## config.mk

```make
export PLATFORM = sky130hd
export DESIGN_NAME = dhash_hold_frame_detector_unit
export DESIGN_NICKNAME = d
export VERILOG_FILES = /design/src/sv/dhfd_pkg.sv /design/src/sv/dhfd_distance.sv /design/src/sv/dhash_hold_frame_detector_unit.sv
export SDC_FILE = /design/constraint.sdc
export NUM_CORES = 1
export LEC_CHECK = 0
export BUFFER_PORTS_ARGS = -buffer_cell sky130_fd_sc_hd__buf_2
export CAP_MARGIN = 20
export CORE_UTILIZATION = 48
export CTS_BUF_LIST = sky130_fd_sc_hd__clkbuf_8
export DETAILED_ROUTE_END_ITERATION = 10
export HOLD_SLACK_MARGIN = 0.1
export PLACE_DENSITY = 0.63
export SYNTH_ARGS = -nofsm -noshare
export SYNTH_HDL_FRONTEND = slang
export SYNTH_SLANG_ARGS = --single-unit
```

## constraint.sdc

```tcl
create_clock -name clock -period 6.78 [get_ports clock]
set_input_delay 0.678 -clock clock [delete_from_list [all_inputs] [get_ports clock]]
set_output_delay 0.678 -clock clock [all_outputs]
set_load 0.1 [all_outputs]
```

## src/sv/dhfd_pkg.sv

```systemverilog
// ----------------------------------------------------------------------------
// dhfd_pkg
// Shared types, constants and helpers of the dHash hold frame detector.
// ----------------------------------------------------------------------------
package dhfd_pkg;

   localparam int MAX_HASH_SIZE  = 8;
   localparam int HASH_W         = MAX_HASH_SIZE * MAX_HASH_SIZE;
   localparam int GROUP_W        = 8;
   localparam int GROUPS         = HASH_W / GROUP_W;
   localparam int PART_W         = $clog2(GROUP_W + 1);
   localparam int DIST_W         = 7;
   localparam int SIZE_W         = 4;
   localparam int PIXEL_W        = 8;
   localparam int INDEX_W        = 16;
   localparam int CSR_INDEX_W    = 8;
   localparam int CSR_DATA_W     = 8;

   localparam logic [CSR_INDEX_W-1:0] CSR_HASH_SIZE = CSR_INDEX_W'(0);
   localparam logic [CSR_INDEX_W-1:0] CSR_THRESHOLD = CSR_INDEX_W'(1);

   localparam logic [SIZE_W-1:0] HASH_SIZE_RESET = SIZE_W'(8);
   localparam logic [DIST_W-1:0] THRESHOLD_RESET = DIST_W'(4);

   // One completed frame on its way to the distance unit.
   typedef struct packed {
      logic [HASH_W-1:0]  diff;
      logic [INDEX_W-1:0] index;
      logic               have_prev;
   } frame_beat_type;

   function automatic logic [PART_W-1:0] group_ones(input logic [GROUP_W-1:0] v);
      logic [PART_W-1:0] n;
      n = '0;
      for (int i = 0; i < GROUP_W; i++) begin
         n = n + PART_W'(v[i]);
      end
      return n;
   endfunction

endpackage

```

## src/sv/dhfd_distance.sv

```systemverilog
// ----------------------------------------------------------------------------
// dhfd_distance
// Two-stage popcount of a frame's hash difference, hold decision and the
// result register.
// ----------------------------------------------------------------------------
module dhfd_distance (
   input  logic                                 clock,
   input  logic                                 reset,
   input  logic                                 beat_valid,
   output logic                                 beat_ready,
   input  dhfd_pkg::frame_beat_type             beat,
   input  logic [dhfd_pkg::DIST_W-1:0]          threshold,
   output logic                                 rsp_valid,
   input  logic                                 rsp_ready,
   output logic [dhfd_pkg::INDEX_W-1:0]         rsp_frame_index,
   output logic [dhfd_pkg::DIST_W-1:0]          rsp_bit_distance,
   output logic                                 rsp_is_hold
);

   logic [dhfd_pkg::PART_W-1:0]  part_ff [dhfd_pkg::GROUPS];
   logic [dhfd_pkg::INDEX_W-1:0] part_index_ff;
   logic                         part_have_prev_ff;
   logic                         part_valid_ff;
   logic                         out_free;
   logic                         part_free;
   logic [dhfd_pkg::DIST_W-1:0]  dist_in;

   assign out_free   = !rsp_valid || rsp_ready;
   assign part_free  = !part_valid_ff || out_free;
   assign beat_ready = part_free;

   // partial counts, one per byte of the difference
   always_ff @(posedge clock) begin
      if (reset) begin
         part_valid_ff <= 1'b0;
      end else if (part_free) begin
         part_valid_ff <= beat_valid;
      end
      if (part_free && beat_valid) begin
         for (int g = 0; g < dhfd_pkg::GROUPS; g++) begin
            part_ff[g] <= dhfd_pkg::group_ones(
               beat.diff[g*dhfd_pkg::GROUP_W +: dhfd_pkg::GROUP_W]);
         end
         part_index_ff     <= beat.index;
         part_have_prev_ff <= beat.have_prev;
      end
   end

   always_comb begin
      dist_in = '0;
      for (int g = 0; g < dhfd_pkg::GROUPS; g++) begin
         dist_in = dist_in + dhfd_pkg::DIST_W'(part_ff[g]);
      end
   end

   // result register
   always_ff @(posedge clock) begin
      if (reset) begin
         rsp_valid <= 1'b0;
      end else if (out_free) begin
         rsp_valid <= part_valid_ff;
      end
      if (out_free && part_valid_ff) begin
         rsp_frame_index  <= part_index_ff;
         rsp_bit_distance <= dist_in;
         rsp_is_hold      <= part_have_prev_ff && (dist_in <= threshold);
      end
   end

endmodule

```

## src/sv/dhash_hold_frame_detector_unit.sv

```systemverilog
// ----------------------------------------------------------------------------
// dhash_hold_frame_detector_unit
// Difference-hash of streamed thumbnails and Hamming distance to the
// previous frame, flagging hold frames.
// ----------------------------------------------------------------------------
// Usage:
//   req_*  : one grey pixel per beat, raster order. A frame is N rows of N+1
//            pixels, N being the frame size register clamped into 1..8; each pixel after the
//            first in a row adds one hash bit (brighter than its left neighbor).
//   rsp_*  : one beat per completed frame: frame index (wraps at 16 bits),
//            popcount of the hash difference against the previous frame and
//            the hold flag (distance within threshold, never the first frame).
//   csr_*  : register writes, index 0 frame size, index 1 hamming_threshold;
//            other indexes are dropped. Always ready.
// Timing: one pixel per cycle while req_ready stays high. After the edge that
//   takes a frame's last pixel, the frame register loads, then the partial
//   popcount register, then the result register, which raises rsp_valid.
// Reset: synchronous; the frame size returns to 8, threshold to 4, all hash
//   state, counters and the frame index clear, no frame is seen yet.
// Stall: a stalled rsp_* holds its beat; the popcount stages fill and then
//   req_ready drops until a stage frees up.
// ----------------------------------------------------------------------------
module dhash_hold_frame_detector_unit (
   input  logic                                 clock,
   input  logic                                 reset,
   input  logic                                 req_valid,
   output logic                                 req_ready,
   input  logic [dhfd_pkg::PIXEL_W-1:0]         req_pixel,
   output logic                                 rsp_valid,
   input  logic                                 rsp_ready,
   output logic [dhfd_pkg::INDEX_W-1:0]         rsp_frame_index,
   output logic [dhfd_pkg::DIST_W-1:0]          rsp_bit_distance,
   output logic                                 rsp_is_hold,
   input  logic                                 csr_valid,
   output logic                                 csr_ready,
   input  logic [dhfd_pkg::CSR_INDEX_W-1:0]     csr_index,
   input  logic [dhfd_pkg::CSR_DATA_W-1:0]      csr_wdata
);

   // configuration
   logic [dhfd_pkg::SIZE_W-1:0]  size_cfg_ff;
   logic [dhfd_pkg::DIST_W-1:0]  threshold_ff;

   // hashing state
   logic [dhfd_pkg::PIXEL_W-1:0] left_pixel_ff;
   logic [dhfd_pkg::SIZE_W-1:0]  column_ff, column_in;
   logic [dhfd_pkg::SIZE_W-1:0]  row_ff, row_in;
   logic [dhfd_pkg::HASH_W-1:0]  current_ff, current_in;
   logic [dhfd_pkg::HASH_W-1:0]  previous_ff;
   logic                         have_prev_ff;
   logic [dhfd_pkg::INDEX_W-1:0] frame_ff;

   // frame beat towards the distance unit
   logic                         beat_valid_ff;
   dhfd_pkg::frame_beat_type     beat_ff;
   logic                         beat_ready;

   logic [dhfd_pkg::SIZE_W-1:0]  eff_size;
   logic [dhfd_pkg::SIZE_W-1:0]  column_inc;
   logic [dhfd_pkg::SIZE_W-1:0]  row_inc;
   logic [dhfd_pkg::HASH_W-1:0]  hash_shifted;
   logic                         row_end;
   logic                         frame_end;
   logic                         accept;

   assign csr_ready = 1'b1;
   assign req_ready = !beat_valid_ff || beat_ready;
   assign accept    = req_valid && req_ready;

   always_ff @(posedge clock) begin
      if (reset) begin
         size_cfg_ff  <= dhfd_pkg::HASH_SIZE_RESET;
         threshold_ff <= dhfd_pkg::THRESHOLD_RESET;
      end else if (csr_valid) begin
         case (csr_index)
            dhfd_pkg::CSR_HASH_SIZE: size_cfg_ff  <= csr_wdata[dhfd_pkg::SIZE_W-1:0];
            dhfd_pkg::CSR_THRESHOLD: threshold_ff <= csr_wdata[dhfd_pkg::DIST_W-1:0];
            default: ;
         endcase
      end
   end

   // clamp the size into 1..MAX_HASH_SIZE
   always_comb begin
      eff_size = size_cfg_ff;
      if (size_cfg_ff == '0) begin
         eff_size = dhfd_pkg::SIZE_W'(1);
      end else if (size_cfg_ff > dhfd_pkg::SIZE_W'(dhfd_pkg::MAX_HASH_SIZE)) begin
         eff_size = dhfd_pkg::SIZE_W'(dhfd_pkg::MAX_HASH_SIZE);
      end
   end

   // next hash, column and row; ends compare with >= so a shrunk size
   // closes a row or frame at the next pixel
   always_comb begin
      hash_shifted = current_ff;
      if (column_ff != '0) begin
         hash_shifted = {current_ff[dhfd_pkg::HASH_W-2:0], req_pixel > left_pixel_ff};
      end
      column_inc = column_ff + dhfd_pkg::SIZE_W'(1);
      row_inc    = row_ff + dhfd_pkg::SIZE_W'(1);
      row_end    = {1'b0, column_inc} >= ({1'b0, eff_size} + 5'd1);
      frame_end  = row_end && (row_inc >= eff_size);
      column_in  = row_end ? '0 : column_inc;
      row_in     = row_end ? (frame_end ? '0 : row_inc) : row_ff;
      current_in = frame_end ? '0 : hash_shifted;
   end

   always_ff @(posedge clock) begin
      if (reset) begin
         left_pixel_ff <= '0;
         column_ff     <= '0;
         row_ff        <= '0;
         current_ff    <= '0;
         previous_ff   <= '0;
         have_prev_ff  <= 1'b0;
         frame_ff      <= '0;
      end else if (accept) begin
         left_pixel_ff <= req_pixel;
         column_ff     <= column_in;
         row_ff        <= row_in;
         current_ff    <= current_in;
         if (frame_end) begin
            previous_ff  <= hash_shifted;
            have_prev_ff <= 1'b1;
            frame_ff     <= frame_ff + dhfd_pkg::INDEX_W'(1);
         end
      end
   end

   // hold the completed frame's difference until the distance unit takes it
   always_ff @(posedge clock) begin
      if (reset) begin
         beat_valid_ff <= 1'b0;
      end else if (req_ready) begin
         beat_valid_ff <= accept && frame_end;
      end
      if (accept && frame_end) begin
         beat_ff.diff      <= hash_shifted ^ previous_ff;
         beat_ff.index     <= frame_ff;
         beat_ff.have_prev <= have_prev_ff;
      end
   end

   dhfd_distance u_distance (
      .clock            (clock),
      .reset            (reset),
      .beat_valid       (beat_valid_ff),
      .beat_ready       (beat_ready),
      .beat             (beat_ff),
      .threshold        (threshold_ff),
      .rsp_valid        (rsp_valid),
      .rsp_ready        (rsp_ready),
      .rsp_frame_index  (rsp_frame_index),
      .rsp_bit_distance (rsp_bit_distance),
      .rsp_is_hold      (rsp_is_hold)
   );

endmodule
```

Yosys cells after proc, flatten, opt, wreduce, memory -nomap -nowiden
Memories as Yosys holds them, arrays and structs flattened.
Cells that the tools add are included.
{"block": "classes", "order_cmp": 5, "addsub": 67, "n_reduce_logical": 19, "bitwise": 1, "eq_ne": 1, "muxes": 8}
{"op": "adder 4 x 1 -> 4 bit", "count": 48}
{"op": "two-way mux 64 bit", "count": 2}
{"op": "bitwise XOR 64 bit", "count": 1}
{"op": "adder 7 x 4 -> 7 bit", "count": 6}
{"op": "adder 1 x 1 -> 2 bit", "count": 8}
{"op": "adder 16 x 1 -> 16 bit, second input constant", "count": 1}
{"op": "two-way mux 4 bit", "count": 4}
{"op": "adder 4 x 1 -> 4 bit, second input constant", "count": 2}
{"op": "equality test 8 x 1 -> 1 bit, second input constant", "count": 1}
{"op": "greater-than comparator 8 bit", "count": 1}
{"op": "logical NOT 8 bit", "count": 1}
{"op": "AND reduction 2 bit", "count": 4}
{"op": "less-or-equal comparator 7 bit", "count": 1}
{"op": "logical AND 1 bit", "count": 6}
{"op": "adder 4 x 1 -> 5 bit, second input constant", "count": 1}
{"op": "adder 4 x 4 -> 5 bit", "count": 1}
{"op": ">= comparator 4 x 5 -> 1 bit", "count": 1}
{"op": ">= comparator 4 bit", "count": 1}
{"op": "greater-than comparator 4 bit, second input constant", "count": 1}
{"op": "logical NOT 4 bit", "count": 1}
{"op": "nonzero test 4 bit", "count": 1}
{"op": "logical NOT 1 bit", "count": 3}
{"op": "logical OR 1 bit", "count": 3}
{"op": "two-way mux 1 bit", "count": 2}
{"block": "word_totals", "word_cells": 122, "ram_bits": 32, "input_bits": 29, "regBits": 297, "memories": 1}
{"memory": "u_distance.part_ff", "words": 8, "width": 4, "rd": 8, "rd_ports_with_merged_regs": 0, "wr": 8, "line_no": "dhfd_distance.sv:20", "rtl": "logic [dhfd_pkg::PART_W-1:0] part_ff [dhfd_pkg::GROUPS];"}

Depth between registers and ports, before layout
Gate-level depths: netlist of run 1.
An unclocked memory read counts as a cell.
{"block": "depth", "depth_word": 10, "ltp_mapped": 21}

Modules after synthesis
Synthesis of run 1 repeated with hierarchy kept, for this count alone.
{"block": "hier_totals", "hier_cells": 1383, "area_unflattened_um2": 15613.7}
{"module": "dhash_hold_frame_detector_unit", "seq_area_each_um2": 5895.7, "cells_each": 1022, "instances": 1, "area_per_inst_um2": 10953.0}
{"module": "dhfd_distance", "seq_area_each_um2": 2232.1, "cells_each": 361, "instances": 1, "area_per_inst_um2": 4660.7}

Worst setup path before layout of run 1
Ideal clock, no wire load.
{"block": "synth_timing", "path_type": "register to register", "startpoint": "register u_distance.rsp_valid", "endpoint": "memory u_distance.part_ff[0][0] (netlist name) (enable)", "synth_period_minus_slack_ns": 5.089, "arrival_ns": 4.558, "setup_time_ns": 0.531, "n_path_buf": 0, "t_required_ns": 6.249, "path_stages_with_launch": 3, "path_slack_ns": 1.691, "cell_sequence": "dfxtp_1 -> nor2b_1 -> a21boi_0"}
{"element": "start: declaration", "line_no": "dhfd_distance.sv:13", "rtl": "output logic rsp_valid,"}
{"element": "start signal: assignment", "line_no": "dhfd_distance.sv:61", "rtl": "rsp_valid <= part_valid_ff;"}
{"element": "end: declaration", "line_no": "dhfd_distance.sv:20"}

==> flow_summary_export.csv, run 1 <==
group,metric,value,unit
run_status,status,"finished clean",
route,routed_via_density,5.15,
route,drc,0,
clocking,cts.sinks,329,
logic_synthesis,async_flop_share,0,
logic_synthesis,ys_ff_latch,329,
critical_path,worst_ep_arrival_time,5.72,ns
global_route,grt_overflow,0,
floorplanning,core_region_area,32800,sq um
logic_synthesis,ys_types,49,
timing,finalCriticalPeriod,5.38,ns
logic_synthesis,yosys_warnings,0,
floorplanning,io_pins,56,
floorplanning,die_height,185,microns
floorplanning,dieArea,34300,sq um
final_layout,finalNonFillerCells,2020,
critical_path,rr_startpoint,"u_distance.part_ff[0][0]",
route,drtIter0Drc,476,
power_and_ir_drop,p_per_area,223,nW/um^2
final_layout,n_antenna_cell,0,
worst_hold_path,hold_depth,3,
route,detail-route-antenna-nets,0,
timing,final-max-slew-violation-count,0,
critical_path,worstSetupStartpointType,"register",
timing,min_period_over_period,0.793,
timing,tns,0,ns
timing,setup_viol,0,
critical_path,ff2ff_path_depth,20,
place,place_inst,1917,
logic_synthesis,syn_area_per_cell,10.7,sq um
place,gp_congestion,0.803,
route,post_drt_wl_per_cell,14.1,microns
clocking,cts_resized,0,
floorplanning,start_util,0.492,
timing,worstMarginPinSlew,1.07,ns
clocking,cts_buffer_depth,3,
global_route,grt_max_degree,134,
power_and_ir_drop,p_leak,7.60,nW
timing,finalHoldViolCount,0,
clocking,cts_root_buffer,"clkbuf_8",
clocking,cts_buffers,55,
route,vias,10400,
power_and_ir_drop,vdd.ir_drop.worst,0.117,mV
global_route,grt_pass1_wl,48500,microns
timing,fmax,186,MHz
critical_path,worstSetupEndpointType,"register",
run,drv_cap,0,
place,dp_hpwl,17300,microns
worst_hold_path,holdPathEnd,"threshold_ff[4]",
global_route,grt_pass1_vias,10200,
critical_path,reg2reg_to,"u_distance.rsp_is_hold",
floorplanning,die_w,185,microns
global_route,grt_use_total,0.173,
logic_synthesis,synthCells,1508,
place,port_buffers,53,
timing,rsz0062_at_grt,"false",
route,routed_wl,28400,microns
final_layout,drive_gt1_frac,0.0913,
final_layout,fill_cells,2848,
worst_hold_path,hold_path.startpoint,"csr_wdata[4]",
logic_synthesis,syn_nets,1655,
timing,skew,0.0217,ns
timing,slew_headroom,0.284,
worst_hold_path,worst_hold_path_type,"in2reg",
critical_path,crit_required,7.13,ns
clocking,cts.clk_slew.worst_paths,0.06,ns
critical_path,cp_max_fo,2,
critical_path,reg2reg_slack,1.40,ns
route,drt_pre_antenna_iters,4,
clocking,cts_tree,"built",
logic_synthesis,synth_area,16100,sq um
clocking,clock_latency,0.59,ns
logic_synthesis,synthFlopType,"dfxtp_1",
final_layout,final_nets,1679,
clocking,cts-hold-fix-buffers,0,
logic_synthesis,ys_seq_area_frac,0.504,
global_route,antenna_found_initial,0,
logic_synthesis,synth-edff-count,154,
clocking,postCtsSetupRepairBufs,0,
final_layout,syn_to_final_growth,10.1,%
floorplanning,rows,66,
final_layout,multi_input_area,7100,sq um
final_layout,regArea,8130,sq um
clocking,htree_levels,2,
critical_path,crit_type,"reg2reg",
[cells in the mapped netlist, types with 8 or more instances]
library cell,instances,area share
dfxtp_1,175,0.22
edfxtp_1,154,0.29
inv_1,139,0.032
nor2_1,103,0.024
nand2_1,99,0.023
xnor2_1,85,0.046
mux2i_1,73,0.045
o21ai_0,73,0.023
clkbuf_1,72,0.017
nand3_1,71,0.022
and3_1,67,0.026
ha_1,67,0.052
a211oi_1,66,0.031
and4_1,62,0.034
fa_1,51,0.063
a21oi_1,35,0.011
buf_2,21,0.0065
nand4_1,12,0.0047
nor2b_1,12,0.0047
nor3_1,11,0.0034
xor2_1,11,0.0060
and2_1,8,0.0031
[report_power, final]
part	switching (mW)	internal, mW	total [mW]
combinational	0.129	0.0523	0.182
clock	0.781	0.918	1.70
sequential	0.00361	2.07	2.07
total	0.914	3.04	3.95
[area by class of cell]
| cell class | instances | area share |
|---|---|---|
| clock inverters | 44 | 0.0147 |
| repair buffers | 63 | 0.0204 |
| clock buffers | 59 | 0.0458 |
| inverters | 140 | 0.0300 |
| multi-input cells | 943 | 0.400 |
| well taps | 442 | 0.0312 |
| flip-flops and latches | 329 | 0.458 |
[metrics by stage]
step | utilization | hold WS (ns) | worst slack [ns] | area [sq um] | total power, mW
floorplan | - | 0.400 | 1.69 | 16100 | 2.25
global placement | 0.508 | 0.400 | 1.47 | 16700 | 2.29
detailed placement | 0.509 | 0.405 | 1.42 | 16700 | 2.29
CTS | 0.541 | 0.279 | 1.38 | 17700 | 4.00
global route | 0.541 | 0.293 | 1.10 | 17700 | 4.10
finish | 0.541 | 0.323 | 1.40 | 17700 | 3.95
[cell usage in the layout, fill, tap and decap left out, drive strengths merged, types with 2 or more instances in the layout]
| cell | synthesis | layout |
|---|---|---|
| bufinv | 0 | 3 |
| nor2 | 103 | 103 |
| a21o | 4 | 4 |
| dfxtp | 175 | 175 |
| and4 | 62 | 62 |
| xor2 | 11 | 11 |
| or2 | 2 | 2 |
| and3 | 67 | 67 |
| clkinv | 0 | 19 |
| mux2i | 73 | 73 |
| xnor2 | 85 | 85 |
| nand2 | 100 | 100 |
| inv | 140 | 162 |
| nor4 | 2 | 2 |
| a211oi | 66 | 66 |
| nand3 | 71 | 71 |
| and2 | 8 | 8 |
| fa | 51 | 51 |
| a21oi | 35 | 35 |
| or3 | 4 | 4 |
| nor3 | 11 | 11 |
| nand2b | 3 | 3 |
| ha | 67 | 67 |
| nor2b | 12 | 12 |
| o211ai | 2 | 2 |
| nand4b | 3 | 3 |
| nand4 | 12 | 12 |
| o21a | 3 | 3 |
| clkbuf | 72 | 59 |
| o21ai | 73 | 73 |
| edfxtp | 154 | 154 |
| buf | 24 | 63 |
[critical path: stages (launching register included)]
cell and delay (ns):
edfxtp_1 0.39, ha_1 0.24, fa_1 0.40, xor2_1 0.17
fa_1 0.48, inv_1 0.05, fa_1 0.51, fa_1 0.51
fa_1 0.52, inv_1 0.07, ha_1 0.29, a21o_1 0.15
a21oi_1 0.21, o21bai_1 0.08, a21oi_1 0.17, xnor2_1 0.13
ha_1 0.31, o21ai_0 0.08, a21oi_1 0.12, o22ai_1 0.09
and2_1 0.15
[flip-flops by register name, indices dropped and copies added, names as in the netlist]
| register | cells |
|---|---|
| beat_ff | 81 |
| current_ff | 64 |
| previous_ff | 64 |
| u_distance.part_ff | 32 |
| frame_ff | 16 |
| u_distance.part_index_ff | 16 |
| u_distance.rsp_frame_index | 16 |
| left_pixel_ff | 8 |
| threshold_ff | 7 |
| u_distance.rsp_bit_distance | 7 |
| column_ff | 4 |
| row_ff | 4 |
| size_cfg_ff | 4 |
| beat_valid_ff | 1 |
| have_prev_ff | 1 |
| u_distance.part_have_prev_ff | 1 |
| u_distance.part_valid_ff | 1 |
| u_distance.rsp_is_hold | 1 |
| u_distance.rsp_valid | 1 |
[kinds of logic after synthesis]
family	count (synthesis)	share of synthesized area
XOR/XNOR	96	0.0521
other	1	0.000233
AND/OR/NAND/NOR	464	0.153
multiplexers	73	0.0453
flip-flops	329	0.504
adder cells (fa/ha/maj)	118	0.115
AO/OA/AOI/OAI	191	0.0726
buffers and inverters	236	0.0573
[layer usage]
layer | vias up | wire length, microns | track usage
met5 | - | 0 | 0
met4 | 0 | 470 | 0.0522
met3 | 40 | 1190 | 0.0309
met2 | 169 | 12900 | 0.284
met1 | 4879 | 13800 | 0.231
li1 | 5311 | - | -
[how the worst max path moves through the flow]
| stage | start | slack, ns | end | depth (start not counted) |
|---|---|---|---|---|
| 4_1_cts | u_distance.part_ff[0][0] | 1.38 | u_distance.rsp_is_hold | 20 |
| 3_5_place_dp | u_distance.part_ff[0][0] | 1.42 | u_distance.rsp_is_hold | 20 |
| 6_report | u_distance.part_ff[0][0] | 1.40 | u_distance.rsp_is_hold | 20 |
| 2_1_floorplan | u_distance.rsp_valid | 1.69 | u_distance.part_ff[0][0] | 2 |
| 3_3_place_gp | u_distance.part_ff[0][0] | 1.47 | u_distance.rsp_is_hold | 20 |
| 5_1_grt | u_distance.part_ff[0][0] | 1.10 | u_distance.rsp_is_hold | 20 |
Power figures use the tool's default switching activity.
==> inputs of run 2 (changes only) <==
PLACE_DENSITY = 0.66   (was 0.63)
clock period = 4.4 ns   (was 6.78 ns; I/O delays follow)
==> flow_summary_export.csv, run 2 (synthesis results as in run 1) <==
group,metric,value,unit
run_status,status,"complete, but fails checks",
run_status,violations,"negative setup slack",
timing,min_period_over_period,1.15,
route,detail-route-antenna-nets,0,
final_layout,reg_top3,"beat_ff (81), current_ff (64), previous_ff (64)",
timing,setup_viol,2,
clocking,cts_buffers,56,
power_and_ir_drop,p_leak,7.80,nW
place,port_buffers,53,
place,dp_hpwl,18600,microns
final_layout,fin_util,0.555,
critical_path,worst_ep_arrival_time,5.40,ns
route,post_drt_wl_per_cell,14.7,microns
timing,rsz0062_at_grt,"true",
floorplanning,die_height,185,microns
final_layout,syn_to_final_growth,12.9,%
run,drv_cap,0,
final_layout,drive_gt1_frac,0.115,
global_route,grt_use_total,0.183,
timing,finalHoldViolCount,0,
global_route,grt_max_degree,139,
floorplanning,start_util,0.492,
timing,slew_headroom,0.310,
global_route,grt_overflow,0,
final_layout,n_antenna_cell,0,
route,drtIter0Drc,532,
clocking,cts.sinks,329,
critical_path,worstSetupStartpointType,"register",
global_route,grt_pass1_vias,10600,
clocking,cts_root_buffer,"clkbuf_8",
floorplanning,rows,66,
critical_path,worstSetupEndpointType,"register",
final_layout,layout_commonest_cell,"dfxtp_1",
power_and_ir_drop,p_per_area,340,nW/um^2
final_layout,largest_reg_flops,81,
power_and_ir_drop,vdd.ir_drop.worst,0.181,mV
route,drc,0,
timing,finalCriticalPeriod,5.04,ns
clocking,cts_tree,"built",
timing,layout_setup_ws,-0.642,ns
route,routed_wl,30200,microns
critical_path,crit_required,4.76,ns
timing,worstMarginPinSlew,1.03,ns
clocking,htree_levels,2,
clocking,cts_buffer_depth,3,
timing,skew,0.0165,ns
final_layout,layout_common_cells,"175 x dfxtp_1, 158 x inv_1, 154 x edfxtp_1",
critical_path,crit_type,"reg2reg",
timing,hold_slack,0.227,ns
timing,final-max-slew-violation-count,0,
final_layout,largest_register,"beat_ff",
floorplanning,dieArea,34300,sq um
worst_hold_path,worst_hold_path_type,"in2reg",
clocking,clock_latency,0.60,ns
global_route,antenna_found_initial,0,
place,preCtsSetupSlack,-0.654,ns
critical_path,cp_max_fo,2,
critical_path,ff2ff_path_depth,20,
floorplanning,io_pins,56,
final_layout,final_nets,1710,
floorplanning,die_w,185,microns
place,gp_congestion,0.794,
worst_hold_path,hold_depth,4,
clocking,cts.clk_slew.worst_paths,0.06,ns
timing,fmax,198,MHz
global_route,grt_pass1_wl,51000,microns
final_layout,fill_cells,2847,
route,vias,10600,
floorplanning,core_region_area,32800,sq um
route,drt_pre_antenna_iters,5,
route,routed_via_density,5.18,
## run 2: what timing repair did
| action | CTS | global route |
|---|---|---|
| pin swaps | 3 | 1 |
| hold buffers | 15 | 0 |
| endpoints found under the hold margin | 19 | 0 |
| setup endpoints to repair | 1 | 2 |
| gates resized for setup | 0 | 3 |
| setup buffers | 0 | 2 |
## run 2: worst max-delay path, cell delays in order (launching register included)
cell and delay [ns]:
edfxtp_1 0.37, ha_2 0.22, fa_2 0.37, xor2_1 0.17, fa_1 0.51, inv_1 0.05, fa_1 0.49, fa_1 0.43
fa_1 0.51, inv_2 0.06, ha_4 0.20, a21o_1 0.18, a21oi_2 0.14, o21bai_1 0.10, a21oi_2 0.18, xnor2_2 0.10
ha_1 0.30, o21ai_1 0.07, a21oi_1 0.13, o22ai_1 0.09, and2_1 0.14
## run 2: metrics by stage
stage               instances  power (mW)  area (sq um)  TNS (ns)
CTS                      2049        6.26         18100    -0.659
floorplan                1508        3.46         16200    -0.392
global route             2053        6.42         18200     -1.12
detailed placement       1928        3.54         16800    -0.654
finish                   2053        6.19         18200    -0.686
global placement         1928        3.53         16800    -0.562
## run 2: cell type report
type                    count  area [sq um]  area share
clock buffers              72           991      0.0544
well taps                 442           553      0.0304
multi-input cells         943          7160       0.393
flip-flops and latches    329          8130       0.446
repair buffers             93           696      0.0382
inverters                 140           533      0.0293
clock inverters            34           149     0.00818
## run 2: per-layer routing
| metal | global-route usage | vias to the layer above | share of wire |
|---|---|---|---|
| met5 | 0 | - | 0 |
| met4 | 0.0615 | 0 | 0.022 |
| met2 | 0.307 | 171 | 0.47 |
| li1 | - | 5365 | - |
| met3 | 0.0301 | 55 | 0.037 |
| met1 | 0.238 | 5050 | 0.47 |
## run 2: where the power goes
part / switching [mW] / internal (mW)
Clock: 1.23 / 1.47
Sequential: 0.00541 / 3.18
Combinational: 0.207 / 0.0947
Total: 1.45 / 4.74
## run 2: worst paths after layout
check	end	startpoint	slack, ns
hold / removal	u_distance.rsp_valid	rsp_ready	0.23
setup / recovery	u_distance.rsp_is_hold	u_distance.part_ff[0][4]	-0.64
hold reg to reg	u_distance.part_index_ff[10]	beat_ff[11]	0.41
setup reg to reg	u_distance.rsp_is_hold	u_distance.part_ff[0][4]	-0.64
==> inputs of run 3 (changes only) <==
CORE_MARGIN = 3   (was not set)
CTS_BUF_LIST = not set   (was sky130_fd_sc_hd__clkbuf_8)
GPL_TIMING_DRIVEN = 0   (was not set)
==> flow_summary_export.csv, run 3 (synthesis results as in run 1) <==
group,metric,value,unit
run_status,status,"complete, but fails checks",
run_status,violations,"negative setup slack",
place,dp_hpwl,22500,microns
final_layout,finalNonFillerCells,2078,
timing,slew_headroom,0.415,
critical_path,critPathMostFrequentCell,"fa_1",
critical_path,cp_max_fo,2,
route,drt_pre_antenna_iters,6,
floorplanning,die_height,189,microns
final_layout,largest_register,"beat_ff",
critical_path,worst_ep_arrival_time,5.40,ns
timing,rsz0062_at_grt,"true",
timing,layout_setup_ws,-0.716,ns
final_layout,largest_reg_flops,81,
global_route,grt_pass1_wl,51900,microns
power_and_ir_drop,p_leak,7.77,nW
floorplanning,start_util,0.492,
route,routed_via_density,5.19,
global_route,grt_max_degree,51,
timing,skew,0.0198,ns
power_and_ir_drop,fin_total_pwr,6.68,mW
critical_path,crit_type,"reg2reg",
clocking,htree_levels,2,
run,drv_cap,0,
clocking,cts_buffers,37,
final_layout,n_antenna_cell,0,
route,post_drt_wl_per_cell,15.1,microns
floorplanning,die_w,189,microns
timing,fmax,195,MHz
critical_path,cp_slowest_stage_delay,0.54,ns
clocking,clock_latency,0.53,ns
floorplanning,io_pins,56,
timing,setup_viol,2,
critical_path,worstSetupStartpointType,"register",
power_and_ir_drop,p_per_area,363,nW/um^2
clocking,cts_tree,"built",
route,drc,0,
final_layout,syn_to_final_growth,14.2,%
global_route,grt_use_total,0.175,
worst_hold_path,hold_path.startpoint,"csr_wdata[4]",
floorplanning,dieArea,35800,sq um
power_and_ir_drop,vdd.ir_drop.worst,0.262,mV
critical_path,reg2reg_slack,-0.72,ns
critical_path,crit_required,4.69,ns
clocking,cts.clk_slew.worst_paths,0.06,ns
timing,min_period_over_period,1.16,
critical_path,ff2ff_path_depth,20,
place,place_inst,2006,
timing,finalHoldViolCount,0,
route,vias,10800,
final_layout,layout_commonest_cell,"dfxtp_1",
final_layout,final_nets,1754,
route,routed_wl,31300,microns
timing,finalCriticalPeriod,5.12,ns
route,drtIter0Drc,475,
critical_path,rr_startpoint,"u_distance.part_ff[0][1]",
floorplanning,rows,66,
place,gp_congestion,0.801,
clocking,cts_buffer_depth,3,
critical_path,worstSetupEndpointType,"register",
timing,worstMarginPinSlew,0.877,ns
place,preCtsSetupSlack,-0.779,ns
clocking,cts_root_buffer,"clkbuf_16",
final_layout,reg_top3,"beat_ff (81), current_ff (64), previous_ff (64)",
worst_hold_path,holdPathEnd,"threshold_ff[4]",
route,detail-route-antenna-nets,0,
final_layout,layout_common_cells,"175 x dfxtp_1, 154 x edfxtp_1, 138 x inv_1",
worst_hold_path,worst_hold_path_type,"in2reg",
floorplanning,core_region_area,32800,sq um
critical_path,crit_chain,"buf_6, fa_2, xor2_2, fa_1, inv_1, fa_1, fa_1, fa_1, inv_2, fa_2, a21oi_2, nor2_1, nor2_2, xnor2_2, ha_1, o21a_1, o21ai_1, a21oi_1, o22ai_1, and2_1",
global_route,grt_overflow,0,
critical_path,cp_slowest_cell,"fa_1",
global_route,grt_pass1_vias,10600,
critical_path,reg2reg_to,"u_distance.rsp_is_hold",
global_route,antenna_found_initial,0,
worst_hold_path,hold_depth,3,
place,port_buffers,53,
clocking,cts.sinks,329,
final_layout,drive_gt1_frac,0.0966,
final_layout,fin_util,0.562,
timing,final-max-slew-violation-count,0,
## run 3: cell count changes in the layout (fill, tap and decap cells not counted), sizes merged
cell / before / now
inv: 161 / 141
clkinv: 10 / 9
buf: 78 / 84
dlygate4sd3: 15 / 0
clkbuf: 72 / 121
bufinv: 0 / 6
## run 3: metrics by stage
step / hold WS (ns) / setup TNS (ns) / cell area, sq um
floorplan: 0.400 / -0.392 / 16200
global placement: 0.403 / -9.90 / 17000
detailed placement: 0.405 / -0.837 / 17100
CTS: 0.133 / -0.858 / 18400
global route: 0.154 / -1.24 / 18400
finish: 0.153 / -0.842 / 18400
## run 3: worst max path at each step
| stage | from | to | slack (ns) |
|---|---|---|---|
| 6_report | u_distance.part_ff[0][1] | u_distance.rsp_is_hold | -0.72 |
| 5_1_grt | u_distance.part_ff[0][1] | u_distance.rsp_is_hold | -0.92 |
| 2_1_floorplan | u_distance.part_ff[0][4] | u_distance.rsp_is_hold | -0.39 |
| 3_5_place_dp | u_distance.part_ff[0][0] | u_distance.rsp_is_hold | -0.78 |
| 4_1_cts | u_distance.part_ff[0][0] | u_distance.rsp_is_hold | -0.74 |
| 3_3_place_gp | u_distance.part_ff[0][0] | u_distance.rsp_is_hold | -0.72 |
## run 3: final cells by class
type                       instances  area, sq um
buffer                            96          400
clock buffer                      49          981
clock inverter                    19          299
fill                            2830        14400
inverter                         140          526
multi-input combinational        943         7160
sequential                       329         8130
tap                              442          553
timing repair buffer              60          362
## run 3: repair_timing
item                                    CTS  global route
hold buffers                              0             0
pin swaps                                20             7
gates resized for setup                   3             4
setup buffers                             2             2
endpoints found under the setup margin    2             3
## run 3: critical path: cells and delay by family (launching register included)
family / cells / cell delay (ns)
AOI/OAI and AO/OA: 5 / 0.52
DFF: 1 / 0.42
and+or+nand+nor: 3 / 0.32
adders and majority gates: 7 / 3.07
buffers and inverters: 3 / 0.27
xor gates and xnor gates: 2 / 0.26
## run 3: where the power goes
| part | switching [mW] | internal (mW) |
|---|---|---|
| clock network | 1.24 | 1.95 |
| registers | 0.00566 | 3.18 |
| logic | 0.213 | 0.0943 |
| total | 1.46 | 5.22 |
## run 3: per-layer routing
| metal | global-route usage | share of wire | up-vias |
|---|---|---|---|
| met5 | 0 | 0 | - |
| met3 | 0.0257 | 0.040 | 59 |
| met2 | 0.295 | 0.47 | 191 |
| met4 | 0.0535 | 0.027 | 0 |
| li1 | - | - | 5449 |
| met1 | 0.236 | 0.46 | 5094 |
